### src/rtl/core/assert_macros.svh
// Concurrent assertion helpers, clocked on clk and held off during rst.
`ifndef ASSERT_MACROS_SVH
`define ASSERT_MACROS_SVH

// Same-cycle implication.
`define ASSERT_IMP(label, ante, cons, msg) \
  label: assert property (@(posedge clk) disable iff (rst) (ante) |-> (cons)) \
    else $error(msg);

// Next-cycle implication.
`define ASSERT_NXT(label, ante, cons, msg) \
  label: assert property (@(posedge clk) disable iff (rst) (ante) |=> (cons)) \
    else $error(msg);

`endif

### src/rtl/core/ltf_pkg.sv
`default_nettype none

package ltf_pkg;

  localparam int DistW    = 9;
  localparam int TrigW    = 9;
  localparam int CmpW     = (DistW > TrigW) ? DistW : TrigW;
  localparam int DutyW    = 4;
  localparam int BoostW   = 6;
  localparam int AddrW    = 5;
  localparam int DataW    = 32;

  localparam logic [1:0] OpSample = 2'd0;
  localparam logic [1:0] OpTick   = 2'd1;
  localparam logic [1:0] OpToggle = 2'd2;

  localparam logic [1:0] SideLeft  = 2'b01;
  localparam logic [1:0] SideRight = 2'b10;

  localparam logic [2:0] RegCruise     = 3'd0;
  localparam logic [2:0] RegBoost      = 3'd1;
  localparam logic [2:0] RegTrigger    = 3'd2;
  localparam logic [2:0] RegLineBoost  = 3'd3;
  localparam logic [2:0] RegTunnBoost  = 3'd4;

  localparam logic [DutyW-1:0]  CruiseRst     = DutyW'(6);
  localparam logic [DutyW-1:0]  BoostRst      = DutyW'(9);
  localparam logic [TrigW-1:0]  TriggerRst    = TrigW'(20);
  localparam logic [BoostW-1:0] LineBoostRst  = BoostW'(25);
  localparam logic [BoostW-1:0] TunnBoostRst  = BoostW'(30);

  typedef struct packed {
    logic [1:0]       operation;
    logic             right_line;
    logic             left_line;
    logic [DistW-1:0] distance_cm;
  } in_item_t;

  typedef struct packed {
    logic [DutyW-1:0] left_duty;
    logic [DutyW-1:0] right_duty;
    logic             in_tunnel;
    logic             running;
    logic             boosting;
  } out_item_t;

  typedef struct packed {
    logic [DutyW-1:0]  cruise_duty;
    logic [DutyW-1:0]  boost_duty;
    logic [TrigW-1:0]  tunnel_trigger_cm;
    logic [BoostW-1:0] line_boost_ms;
    logic [BoostW-1:0] tunnel_boost_ms;
  } cfg_t;

  typedef struct packed {
    logic              enabled;
    logic              was_running;
    logic              tunnel_mode;
    logic [DistW-1:0]  tunnel_width;
    logic [DutyW-1:0]  left_duty_now;
    logic [DutyW-1:0]  right_duty_now;
    logic [BoostW-1:0] boost_left;
    logic [1:0]        boost_sides;
  } st_t;

endpackage

`default_nettype wire

### src/rtl/core/ltf_cfg.sv
`default_nettype none

module ltf_cfg (
  input  wire logic                      clk,
  input  wire logic                      rst,
  input  wire logic                      psel,
  input  wire logic                      penable,
  input  wire logic                      pwrite,
  input  wire logic [ltf_pkg::AddrW-1:0] paddr,
  input  wire logic [ltf_pkg::DataW-1:0] pwdata,
  output logic      [ltf_pkg::DataW-1:0] prdata,
  output logic                           pready,
  output ltf_pkg::cfg_t                  cfg
);
  import ltf_pkg::*;

  logic       wr;
  logic [2:0] idx;

  assign pready = 1'b1;
  assign wr     = psel & penable & pwrite;
  assign idx    = paddr[4:2];

  always_ff @(posedge clk) begin
    if (rst) begin
      cfg.cruise_duty       <= CruiseRst;
      cfg.boost_duty        <= BoostRst;
      cfg.tunnel_trigger_cm <= TriggerRst;
      cfg.line_boost_ms     <= LineBoostRst;
      cfg.tunnel_boost_ms   <= TunnBoostRst;
    end else if (wr) begin
      unique case (idx)
        RegCruise:    cfg.cruise_duty       <= pwdata[DutyW-1:0];
        RegBoost:     cfg.boost_duty        <= pwdata[DutyW-1:0];
        RegTrigger:   cfg.tunnel_trigger_cm <= pwdata[TrigW-1:0];
        RegLineBoost: cfg.line_boost_ms     <= pwdata[BoostW-1:0];
        RegTunnBoost: cfg.tunnel_boost_ms   <= pwdata[BoostW-1:0];
        default: ;
      endcase
    end
  end

  always_comb begin
    unique case (idx)
      RegCruise:    prdata = DataW'(cfg.cruise_duty);
      RegBoost:     prdata = DataW'(cfg.boost_duty);
      RegTrigger:   prdata = DataW'(cfg.tunnel_trigger_cm);
      RegLineBoost: prdata = DataW'(cfg.line_boost_ms);
      RegTunnBoost: prdata = DataW'(cfg.tunnel_boost_ms);
      default:      prdata = '0;
    endcase
  end

endmodule

`default_nettype wire

### src/rtl/core/ltf_step.sv
`default_nettype none

module ltf_step (
  input  wire ltf_pkg::st_t      cur,
  input  wire ltf_pkg::cfg_t     cfg,
  input  wire ltf_pkg::in_item_t item,
  output ltf_pkg::st_t           nxt,
  output ltf_pkg::out_item_t     res
);
  import ltf_pkg::*;

  function automatic st_t settle(st_t s, cfg_t c);
    st_t r;
    r = s;
    if (r.boost_sides[0]) r.left_duty_now = c.cruise_duty;
    if (r.boost_sides[1]) r.right_duty_now = c.cruise_duty;
    r.boost_sides = '0;
    r.boost_left  = '0;
    return r;
  endfunction

  function automatic st_t start_boost(st_t s, cfg_t c, logic [1:0] sides);
    st_t r;
    r = s;
    r.boost_sides = sides;
    r.boost_left  = r.tunnel_mode ? c.tunnel_boost_ms : c.line_boost_ms;
    if (r.boost_left == '0) r = settle(r, c);
    return r;
  endfunction

  function automatic st_t resume(st_t s, cfg_t c);
    st_t r;
    r = s;
    if (r.right_duty_now == '0 && r.left_duty_now != '0) begin
      r.right_duty_now = c.boost_duty;
      r = start_boost(r, c, SideRight);
    end else if (r.right_duty_now != '0 && r.left_duty_now == '0) begin
      r.left_duty_now = c.boost_duty;
      r = start_boost(r, c, SideLeft);
    end else if (r.tunnel_mode) begin
      r.left_duty_now  = c.cruise_duty;
      r.right_duty_now = c.cruise_duty;
    end else begin
      r.left_duty_now  = c.boost_duty;
      r.right_duty_now = c.boost_duty;
      r = start_boost(r, c, SideLeft | SideRight);
    end
    return r;
  endfunction

  logic [CmpW-1:0] d_x;
  logic [CmpW-1:0] trig_x;
  logic [CmpW-1:0] w_x;
  logic            rl;
  logic            ll;
  logic            d_nz;

  assign rl   = item.right_line;
  assign ll   = item.left_line;
  assign d_nz = (item.distance_cm != '0);
  assign d_x  = CmpW'(item.distance_cm);
  assign trig_x = CmpW'(cfg.tunnel_trigger_cm);

  always_comb begin
    nxt = cur;
    w_x = '0;
    unique case (item.operation)
      OpSample: begin
        if (cur.boost_left == '0) begin
          if (cur.enabled) begin
            nxt.was_running = 1'b1;
            if (!nxt.tunnel_mode) begin
              if (d_nz && d_x <= trig_x) begin
                nxt.tunnel_mode = 1'b1;
              end else if (!rl && nxt.right_duty_now != '0) begin
                nxt.left_duty_now  = cfg.cruise_duty;
                nxt.right_duty_now = '0;
              end else if (!ll && nxt.left_duty_now != '0) begin
                nxt.left_duty_now  = '0;
                nxt.right_duty_now = cfg.cruise_duty;
              end else if (rl && ll &&
                           (nxt.right_duty_now == '0 || nxt.left_duty_now == '0)) begin
                nxt = resume(nxt, cfg);
              end
            end
            if (nxt.tunnel_mode) begin
              if (!rl || !ll) begin
                nxt.tunnel_mode  = 1'b0;
                nxt.tunnel_width = '0;
              end else begin
                if (nxt.tunnel_width == '0) begin
                  nxt.tunnel_width   = item.distance_cm;
                  nxt.left_duty_now  = '0;
                  nxt.right_duty_now = '0;
                end
                w_x = CmpW'(nxt.tunnel_width);
                if (d_nz && d_x < w_x && nxt.left_duty_now != '0) begin
                  nxt.left_duty_now  = '0;
                  nxt.right_duty_now = cfg.cruise_duty;
                end else if (d_x > w_x && d_x <= trig_x && nxt.right_duty_now != '0) begin
                  nxt.left_duty_now  = cfg.cruise_duty;
                  nxt.right_duty_now = '0;
                end else if (d_x == w_x &&
                             (nxt.right_duty_now == '0 || nxt.left_duty_now == '0)) begin
                  nxt = resume(nxt, cfg);
                end
              end
            end
          end else if (cur.was_running) begin
            nxt.was_running    = 1'b0;
            nxt.tunnel_width   = '0;
            nxt.tunnel_mode    = 1'b0;
            nxt.left_duty_now  = '0;
            nxt.right_duty_now = '0;
          end
        end
      end
      OpTick: begin
        if (cur.boost_left != '0) begin
          nxt.boost_left = cur.boost_left - BoostW'(1);
          if (nxt.boost_left == '0) nxt = settle(nxt, cfg);
        end
      end
      OpToggle: nxt.enabled = ~cur.enabled;
      default: ;
    endcase
  end

  assign res.left_duty  = nxt.left_duty_now;
  assign res.right_duty = nxt.right_duty_now;
  assign res.in_tunnel  = nxt.tunnel_mode;
  assign res.running    = nxt.enabled;
  assign res.boosting   = (nxt.boost_left != '0);

endmodule

`default_nettype wire

### src/rtl/core/line_and_tunnel_follow_controller_core.sv
// Channel   Direction  Handshake           Payload
// in        input      in_valid/in_stall   in_data  (operation, lines, distance)
// out       output     out_valid/out_stall out_data (duties, mode flags)
// cfg       input      APB psel/penable    paddr, pwdata, prdata
//
// One beat per cycle sustained while out does not stall; a taken beat is registered
// in the input register, then its result in the result register, with the state
// update done in the single step between them.
// rst is synchronous: state clears to stopped, line mode; registers reload.
// A stall on out holds the result register and backs up into in_stall.
`default_nettype none

module line_and_tunnel_follow_controller_core (
  input  wire logic                      clk,
  input  wire logic                      rst,
  input  wire logic                      in_valid,
  output logic                           in_stall,
  input  wire ltf_pkg::in_item_t         in_data,
  output logic                           out_valid,
  input  wire logic                      out_stall,
  output ltf_pkg::out_item_t             out_data,
  input  wire logic                      psel,
  input  wire logic                      penable,
  input  wire logic                      pwrite,
  input  wire logic [ltf_pkg::AddrW-1:0] paddr,
  input  wire logic [ltf_pkg::DataW-1:0] pwdata,
  output logic      [ltf_pkg::DataW-1:0] prdata,
  output logic                           pready
);
  import ltf_pkg::*;

  `include "assert_macros.svh"

  cfg_t      cfg;
  st_t       st;
  st_t       st_next;
  in_item_t  in_q;
  out_item_t res;
  logic      in_full;
  logic      fire;
  logic      accept;

  ltf_cfg u_cfg (
    .clk     (clk),
    .rst     (rst),
    .psel    (psel),
    .penable (penable),
    .pwrite  (pwrite),
    .paddr   (paddr),
    .pwdata  (pwdata),
    .prdata  (prdata),
    .pready  (pready),
    .cfg     (cfg)
  );

  ltf_step u_step (
    .cur  (st),
    .cfg  (cfg),
    .item (in_q),
    .nxt  (st_next),
    .res  (res)
  );

  assign fire     = in_full & (~out_valid | ~out_stall);
  assign in_stall = in_full & ~fire;
  assign accept   = in_valid & ~in_stall;

  always_ff @(posedge clk) begin
    if (rst) begin
      in_full   <= 1'b0;
      out_valid <= 1'b0;
      st        <= '0;
    end else begin
      in_full   <= accept | (in_full & ~fire);
      out_valid <= fire | (out_valid & out_stall);
      if (fire) st <= st_next;
    end
  end

  always_ff @(posedge clk) begin
    if (accept) in_q <= in_data;
    if (fire) out_data <= res;
  end

  `ASSERT_IMP(a_boost_sides, 1'b1, (st.boost_left == '0) == (st.boost_sides == '0), "boost count and sides disagree")
  `ASSERT_IMP(a_width_mode, st.tunnel_width != '0, st.tunnel_mode, "tunnel width held outside tunnel mode")
  `ASSERT_NXT(a_toggle, fire && in_q.operation == OpToggle, st.enabled != $past(st.enabled), "toggle did not flip run flag")
  `ASSERT_IMP(a_stall_full, in_stall, in_full, "stall with empty input register")

endmodule

`default_nettype wire

### config.mk
export PLATFORM = sky130hd
export DESIGN_NAME = line_and_tunnel_follow_controller_core
export DESIGN_NICKNAME = d
export VERILOG_FILES = /design/src/rtl/core/ltf_pkg.sv /design/src/rtl/core/ltf_cfg.sv /design/src/rtl/core/ltf_step.sv /design/src/rtl/core/line_and_tunnel_follow_controller_core.sv
export VERILOG_INCLUDE_DIRS = /design/src /design/src/rtl/core
export SDC_FILE = /design/constraint.sdc
export NUM_CORES = 1
export LEC_CHECK = 0
export ABC_CLOCK_PERIOD_IN_PS = 4500
export BUFFER_PORTS_ARGS = -buffer_cell sky130_fd_sc_hd__buf_4
export CAP_MARGIN = 20
export CORE_UTILIZATION = 50
export CTS_BUF_LIST = sky130_fd_sc_hd__clkbuf_8
export DETAILED_ROUTE_END_ITERATION = 8
export PLACE_DENSITY = 0.74
export SLEW_MARGIN = 20
export SYNTH_ARGS = -nofsm -noshare
export SYNTH_HDL_FRONTEND = slang
export SYNTH_HIERARCHICAL = 1
export SYNTH_SLANG_ARGS = --single-unit
### constraint.sdc
create_clock -name clk -period 4.5 [get_ports clk]
set_clock_uncertainty 0.05 [all_clocks]
set_input_delay 0.45 -clock clk [delete_from_list [all_inputs] [get_ports clk]]
set_output_delay 0.45 -clock clk [all_outputs]
set_load 0.05 [all_outputs]
# Yosys cells after proc, flatten, opt, wreduce, memory -nomap -nowiden
# Cells that the tools add are included.
op_classes:
  n_addsub: 1
  bitwise: 15
  magnitude_cmp: 3
  muxes: 60
  reduce_logical: 47
  eq_ne: 11
ops:
  columns: ["operator", "n"]
  rows:
  - ["$mux 28", 13]
  - ["$mux 16", 12]
  - ["$mux 17", 6]
  - ["$mux 8", 9]
  - ["$mux 12", 5]
  - ["$pmux 27 s2", 1]
  - ["$pmux 9 s5", 1]
  - ["$mux 25", 1]
  - ["$logic_not 6->1", 4]
  - ["$mux 19", 1]
  - ["$mux 18", 1]
  - ["$logic_not 4->1", 4]
  - ["$reduce_bool 4->1", 4]
  - ["$logic_and 1x1->1", 14]
  - ["$mux 6", 2]
  - ["$reduce_bool 6->1", 2]
  - ["$mux 10", 1]
  - ["$reduce_and 2->1", 5]
  - ["$eq 9x9->1", 1]
  - ["$gt 9x9->1", 1]
  - ["$le 9x9->1", 1]
  - ["$logic_not 9->1", 1]
  - ["$lt 9x9->1", 1]
  - ["$reduce_bool 9->1", 1]
  - ["23 further kinds", 45]
word_totals:
  word_cells: 161
  reg_bits: 83

# Logic depth before layout (Yosys ltp)
# Gate-level depths: netlist of the first run.
logic_depth:
  ltp_word: 40
  depth_mapped: 18
  ltp_nobuf: 17

# Hierarchy
# The synthesis of the first run kept the hierarchy.
by_module_without_submodules:
  columns: ["mod", "n_inst", "area_per_inst_um2", "seq_area_each_um2", "cells_per_inst"]
  rows:
  - ["ltf_step", 1, 2940.3, 0.0, 463]
  - ["line_and_tunnel_follow_controller_core", 1, 2055.7, 1321.3, 155]
  - ["ltf_cfg", 1, 1675.4, 580.6, 192]

# Worst setup path before layout of the first run
# No wires, ideal clock.
synth_timing:
  path_type: "register to register"
  from: "reg st[16] (netlist name)"
  to: "reg out_data[0] (netlist name) (data pin)"
  setup_slack_ns: 0.160
  period_less_slack_ns: 4.340
  setup_ns: 0.272
  stages_incl_launch_ff: 14
  arrival_ns: 4.018
  path_cell_list: "dfxtp_1 > nor4_1 > nand2_1 > nor2_1 > clkbuf_1 > a21oi_1 > ha_1 > nand2_1 > nor4_1 > nand2_1 > or4_1 > o21ai_1 > a221oi_1 > or4_1"
synth_lines:
  columns: ["item", "line", "source"]
  rows:
  - ["from (decl)", "line_and_tunnel_follow_controller_core.sv:35", "st_t st;"]
  - ["from (signal assigned)", "line_and_tunnel_follow_controller_core.sv:76", "if (fire) st <= st_next;"]
  - ["to (signal assigned)", "line_and_tunnel_follow_controller_core.sv:82", "if (fire) out_data <= res;"]
  - ["to (decl)", "line_and_tunnel_follow_controller_core.sv:21", "output ltf_pkg::out_item_t out_data,"]

==> results of run 1 <==
==> area by class of cell <==
cell class              count  area share, %
inverters                  29          1.502
flip-flops and latches     83          26.23
clock inverters             7         0.9493
multi-input cells         638          58.87
well taps                 172          2.969
repair buffers             75          7.767
clock buffers               9          1.709
==> logic make-up after synthesis <==
logic type,Yosys count,synth area share (%)
simple gates,311,25.58
compound gates,200,20.37
buf+inv,111,9.058
flops,83,28.51
mux,81,12.36
fa+ha+maj,20,3.751
other cells,2,0.1126
xor+xnor,2,0.2626
==> how the worst max path moves through the flow <==
stage,from,endpoint,slack [ps],cells after the start
3_5_place_dp,st[16],out_data[0],250,16
3_3_place_gp,st[16],out_data[0],340,16
5_1_grt,st[16],out_data[0],50,16
6_report,st[16],out_data[0],360,16
4_1_cts,st[16],out_data[0],200,16
2_1_floorplan,st[16],out_data[0],160,13
==> per-layer routing <==
layer,global-route usage [%],vias to the layer above,part of all wire (%)
li1,-,2928,-
met1,33.77,2814,44
met2,38.54,291,45
met3,5.039,47,7.7
met4,10.50,0,3.1
met5,0,-,0
==> layout by cell type (no fill, tap or decap), types with 8 or more instances in the layout <==
cell | Yosys | final
a21oi_1 | 34 | 34
dfxtp_1 | 59 | 59
a22o_1 | 9 | 9
nor2b_1 | 16 | 16
a21o_1 | 8 | 8
or3_1 | 9 | 9
inv_1 | 29 | 31
o21ai_0 | 53 | 52
buf_4 | 37 | 75
clkbuf_8 | 0 | 9
nand3_1 | 9 | 9
nor3_1 | 25 | 25
a22oi_1 | 10 | 10
nand2_1 | 54 | 54
nor2_1 | 71 | 71
edfxtp_1 | 24 | 24
nand2b_1 | 82 | 82
mux2i_1 | 73 | 73
conb_1 | 2 | 24
ha_1 | 20 | 20
==> what timing repair did <==
action	CTS	global route
setup endpoints to repair	0	11
hold endpoints to repair	0	0
gates resized for setup	0	4
==> where the power goes <==
group / internal, mW / switching (mW) / total (mW)
clock: 0.256 / 0.291 / 0.546
sequential: 0.785 / 0.0174 / 0.803
combinational: 0.112 / 0.219 / 0.331
total: 1.15 / 0.527 / 1.68
==> state kept, by name, summed over array words and instances (netlist names) <==
name / count
out_valid: 1
in_q: 13
u_cfg/cfg: 29
in_full: 1
out_data: 11
st: 28
==> impl_metrics.csv, run 1 <==
group,metric,value,unit
power,power,1.680,mW
logic_synthesis,yosysTopAreaCell,"dfxtp_1",
power,peakVddDrop,0.2381,mV
placed_design,dp.cells,997,
timing,setup_tns,0,ps
worst_hold_path,hold_path_class,"primary input to register",
timing,rsz0062_at_grt,"no",
placed_design,placed_area,0.007044,mm^2
finish,fillCellCount,1187,
clock_tree,insertion_delay,390,ps
worst_setup_path,cp.arrival,4210,ps
worst_setup_path,r2r-end,"out_data[0]",
finish,design_area,0.007249,mm^2
logic_synthesis,synth_ff_type,"dfxtp_1",
clock_tree,clockBufferDepth,2,
clock_tree,clkTransAtPathRegs,100,ps
floorplan,num_rows,41,
logic_synthesis,synth_area_per_cell,8.236,um^2
routing,vias,6080,
worst_setup_path,critPathCaptureType,"register",
placed_design,hpwlAfterDp,12450,um
worst_hold_path,hold_path_depth,1,
finish,multi_input_area,0.004268,mm^2
clock_tree,post-cts-setup-buffer-count,0,
clock_tree,htree_levels,3,
timing,finalCriticalPeriod,4141,ps
clock_tree,cts_tree,"yes",
floorplan,coreArea,0.01282,mm^2
clock_tree,numCtsBuffers,9,
floorplan,dieArea,0.01381,mm^2
grt,grt-ovfl-total,0,
grt,grt_max_degree,101,
worst_setup_path,reg2regPathDepth,16,
worst_setup_path,cpMostUsedCell,"nand2_1",
clock_tree,clock_sinks,83,
clock_tree,cts-root-buf,"clkbuf_8",
finish,antennaDiodeCount,0,
timing,slew_headroom,40.52,%
finish,fin_util,56.53,%
power,p_leak,2.851,nW
routing,avgViaCountPerCell,6.002,
logic_synthesis,synth.top_cell.area_share,17.70,%
logic_synthesis,netlist_instances,810,
floorplan,fp.dieH,117.5,um
worst_setup_path,r2r_slack,360,ps
flow_run,cap_violations,0,
grt,antenna_found_initial,0,
logic_synthesis,synth.distinct_cells,78,
finish,regArea,0.001902,mm^2
worst_setup_path,cp_top_family,"simple AND/OR/NAND/NOR gates",
worst_hold_path,worstHoldStart,"in_data[7]",
worst_setup_path,max_stage_delay,500,ps
finish,drive_gt1_share,14.15,%
timing,period_share,92.02,%
clock_tree,cts.hold.buffers_added,0,
timing,slew_viol_final,0,
timing,setup_viol,0,
routing,post-route-drc-count,0,
worst_setup_path,worst_setup_path_start_kind,"register",
routing,ant_nets,0,
routing,routed_wl,17120,um
placed_design,dpl_worst_slack,245.7,ps
routing,drtIter0Drc,575,
worst_setup_path,r2r_start,"st[16]",
logic_synthesis,ys_async_sr_fraction,0,%
grt,grt_first_pass_wirelength,27970,um
routing,dr.pass1.iters,5,
timing,fmax,241.5,MHz
worst_setup_path,required,4570,ps
logic_synthesis,seq_area_frac_synth,28.51,%
finish,nets,913,
logic_synthesis,synth_seq_cells,83,
grt,grt_pass1_vias,5560,
worst_setup_path,critical_path_class,"register to register",
placed_design,io_buffers,53,
worst_setup_path,worstPathCellList,"nor4_2 > nand2_1 > nor2_1 > buf_4 > a21oi_1 > ha_1 > nand2_1 > a221o_1 > a31oi_1 > nor2_1 > nand2_1 > o21ai_1 > mux2_4 > nor4_2 > o31ai_1 > or4_1",
logic_synthesis,synth_edf_count,24,
logic_synthesis,yosysMostFrequentCell,"nand2b_1",
floorplan,io_pins,103,
routing,post_drt_wl_per_cell,16.90,um
floorplan,floorplan.initialDensity,52.02,%
finish,finalNonFillerCells,1013,
worst_hold_path,hold_end,"in_q[7]",
logic_synthesis,syn_area,0.006671,mm^2
timing,hold_viol_final,0,
status,status,"finished clean",
timing,setup_slack,359.1,ps
placed_design,gp_congestion,0.9900,
timing,holdWs,183.5,ps
worst_setup_path,worst-path-buf-inv,1,
logic_synthesis,synthTopCellsByArea,"dfxtp_1 (18%), mux2i_1 (11%), edfxtp_1 (11%)",
finish,area_growth,8.665,%
timing,tightest_slew,886.3,ps
worst_setup_path,slowest_stage,"or4_1",
logic_synthesis,yosys_warnings,6,
power,power_density,231.8,mW/mm^2
floorplan,die_w,117.5,um
worst_setup_path,cp_max_fo,18,
grt,grt_usage,24.94,%
logic_synthesis,synthTopCellsByCount,"nand2b_1 (82), mux2i_1 (73), nor2_1 (71), dfxtp_1 (59), nand2_1 (54)",
(Power assumes the default switching activity.)
==> inputs of run 2 (changes only) <==
--- a/config.mk
+++ b/config.mk
@@ -12,6 +12,7 @@
 export CORE_UTILIZATION = 50
 export CTS_BUF_LIST = sky130_fd_sc_hd__clkbuf_8
 export DETAILED_ROUTE_END_ITERATION = 8
+export MAX_ROUTING_LAYER = met4
 export PLACE_DENSITY = 0.74
 export SLEW_MARGIN = 20
 export SYNTH_ARGS = -nofsm -noshare
==> impl_metrics.csv, run 2 (synthesized netlist as in run 1, its figures left out) <==
group,metric,value,unit
finish,area_growth,9.340,%
worst_setup_path,worst_setup_path_start_kind,"register",
worst_setup_path,r2r_start,"st[20]",
routing,post-route-drc-count,0,
grt,grt_usage,25.80,%
grt,use_met3,5.136,%
worst_setup_path,reg2regPathDepth,16,
finish,top_regs,"u_cfg/cfg x29, st x28, in_q x13",
routing,ant_nets,0,
worst_setup_path,worst-path-buf-inv,1,
floorplan,num_rows,41,
worst_setup_path,r2r_slack,300,ps
worst_setup_path,required,4550,ps
routing,vias,6026,
timing,fmax,238.1,MHz
flow_run,cap_violations,0,
timing,period_share,93.35,%
worst_setup_path,r2r-end,"out_data[0]",
worst_hold_path,hold_path_class,"primary input to register",
floorplan,io_pins,103,
grt,top_usage_layer,"met2",
timing,rsz0062_at_grt,"no",
power,p_leak,2.878,nW
clock_tree,clockBufferDepth,2,
finish,largest_register,"u_cfg/cfg",
timing,tightest_slew,838.5,ps
power,peakVddDrop,0.2022,mV
placed_design,hpwlAfterDp,12340,um
finish,nets,916,
routing,post_drt_wl_per_cell,16.64,um
worst_setup_path,worstPathCellList,"nor4_1 > nand2_1 > nor2_2 > buf_4 > a21oi_1 > ha_1 > nor2b_1 > o31ai_1 > a31oi_1 > nor2_1 > nand2_1 > o21ai_0 > mux2_4 > nor4_2 > o31ai_1 > or4_1",
worst_setup_path,max_stage_delay,520,ps
finish,final_common_cell,"nand2b_1",
finish,antennaDiodeCount,0,
finish,fillCellCount,1211,
timing,setup_viol,0,
finish,regArea,0.001902,mm^2
clock_tree,htree_levels,3,
timing,slew_headroom,43.73,%
grt,grt_use_met1,34.43,%
timing,slew_viol_final,0,
floorplan,fp.dieH,117.5,um
clock_tree,insertion_delay,380,ps
clock_tree,cts-root-buf,"clkbuf_8",
grt,met2_usage,38.35,%
finish,multi_input_area,0.004265,mm^2
worst_setup_path,cp_max_fo,15,
clock_tree,cts_tree,"yes",
finish,drive_gt1_share,14.45,%
power,power_density,236.8,mW/mm^2
floorplan,floorplan.initialDensity,52.02,%
status,status,"finished clean",
clock_tree,clkTransAtPathRegs,90,ps
floorplan,coreArea,0.01282,mm^2
finish,finalNonFillerCells,1016,
worst_setup_path,critPathLaunch,"st[20]",
worst_setup_path,endpoint,"out_data[0]",
placed_design,io_buffers,53,
routing,routed_wl,16910,um
routing,drtIter0Drc,515,
clock_tree,post-cts-setup-buffer-count,0,
timing,hold_viol_final,0,
routing,avgViaCountPerCell,5.931,
grt,grt-ovfl-total,0,
worst_setup_path,cp.depth,16,
finish,layout_common_cells,"nand2b_1 (82), buf_4 (78), mux2i_1 (73), nor2_1 (70), dfxtp_1 (59)",
clock_tree,numCtsBuffers,9,
grt,grt_first_pass_wirelength,28230,um
grt,grt_pass1_vias,5583,
timing,finalCriticalPeriod,4201,ps
grt,antenna_found_initial,0,
worst_setup_path,slowest_stage,"or4_1",
placed_design,gp_congestion,1.014,
worst_setup_path,critical_path_class,"register to register",
routing,dr.pass1.iters,5,
floorplan,dieArea,0.01381,mm^2
grt,grt_max_degree,101,
worst_setup_path,cp.arrival,4250,ps
finish,largest_register_ffs,29,
floorplan,die_w,117.5,um
clock_tree,clock_sinks,83,
placed_design,dp.cells,1000,
worst_setup_path,cp_top_family,"simple AND/OR/NAND/NOR gates",
timing,setup_tns,0,ps
worst_setup_path,critPathCaptureType,"register",
## run 2: cell count changes in the layout (fill, tap and decap cells not counted)
cell / before / now
nor2_2: 2 / 3
a2111oi_2: 1 / 0
a2111oi_1: 0 / 1
clkinvlp_4: 1 / 0
o21ai_0: 52 / 53
nor2_1: 71 / 70
o21ai_1: 4 / 3
bufinv_16: 1 / 2
buf_4: 75 / 78
clkinv_4: 1 / 2
inv_4: 1 / 0
## run 2: worst min path at each step
stage,endpoint,startpoint,depth (start not counted),slack [ps]
3_5_place_dp,out_valid,in_full,2,450
5_1_grt,in_q[2],in_data[2],1,170
4_1_cts,in_q[12],in_data[12],1,180
6_report,in_q[12],in_data[12],1,190
3_3_place_gp,out_valid,in_full,2,430
2_1_floorplan,st[12],st[12],2,400
## run 2: worst register-to-register path, delay by kind of cell (launching register included)
kind,cells,cell delay (ps)
AND/OR/NAND/NOR,8,1870
flip-flops,1,350
multiplexers,1,350
adder cells (fa/ha/maj),1,300
buffers and inverters,1,260
AO/OA/AOI/OAI,5,760
## run 2: what timing repair did
item,4_1_cts,5_1_grt
setup endpoints to repair,0,3
resized for setup,0,3
hold buffers,0,0
## run 2: metrics by stage
step | utilization (%) | instance area [um^2] | power, mW | hold WS [ps] | worst slack [ps]
finish | 56.88 | 7295 | 1.727 | 195.0 | 299.5
global placement | 55.10 | 7067 | 1.140 | 432.0 | 360.4
floorplan | - | 6754 | 1.078 | 395.4 | 160.4
global route | 56.88 | 7295 | 1.798 | 169.5 | 36.45
detailed placement | 55.10 | 7067 | 1.142 | 449.8 | 334.1
CTS | 56.80 | 7284 | 1.735 | 175.8 | 287.9
## run 2: routing by layer
metal  share of wire, %  wire [um]  up-vias
met5                  0          0        -
met2                 45       7544      284
met3                7.8       1318       34
li1                   -          -     2923
met1                 45       7573     2785
met4                2.8        469        0
## run 2: power by group
| group | leakage (nW) | internal [mW] | total (mW) | switching, mW |
|---|---|---|---|---|
| combinational | 2.05 | 0.112 | 0.329 | 0.217 |
| clock | 0.116 | 0.312 | 0.595 | 0.283 |
| sequential | 0.711 | 0.786 | 0.803 | 0.0173 |
| total | 2.88 | 1.21 | 1.73 | 0.517 |
## run 2: layout make-up
class                           count  share of cell area [%]
Clock buffer                        9                   1.698
Inverter                           29                   1.492
Tap cell                          172                   2.950
Sequential cell                    83                   26.07
Timing Repair Buffer               78                   8.027
Clock inverter                      7                   1.286
Multi-Input combinational cell    638                   58.47
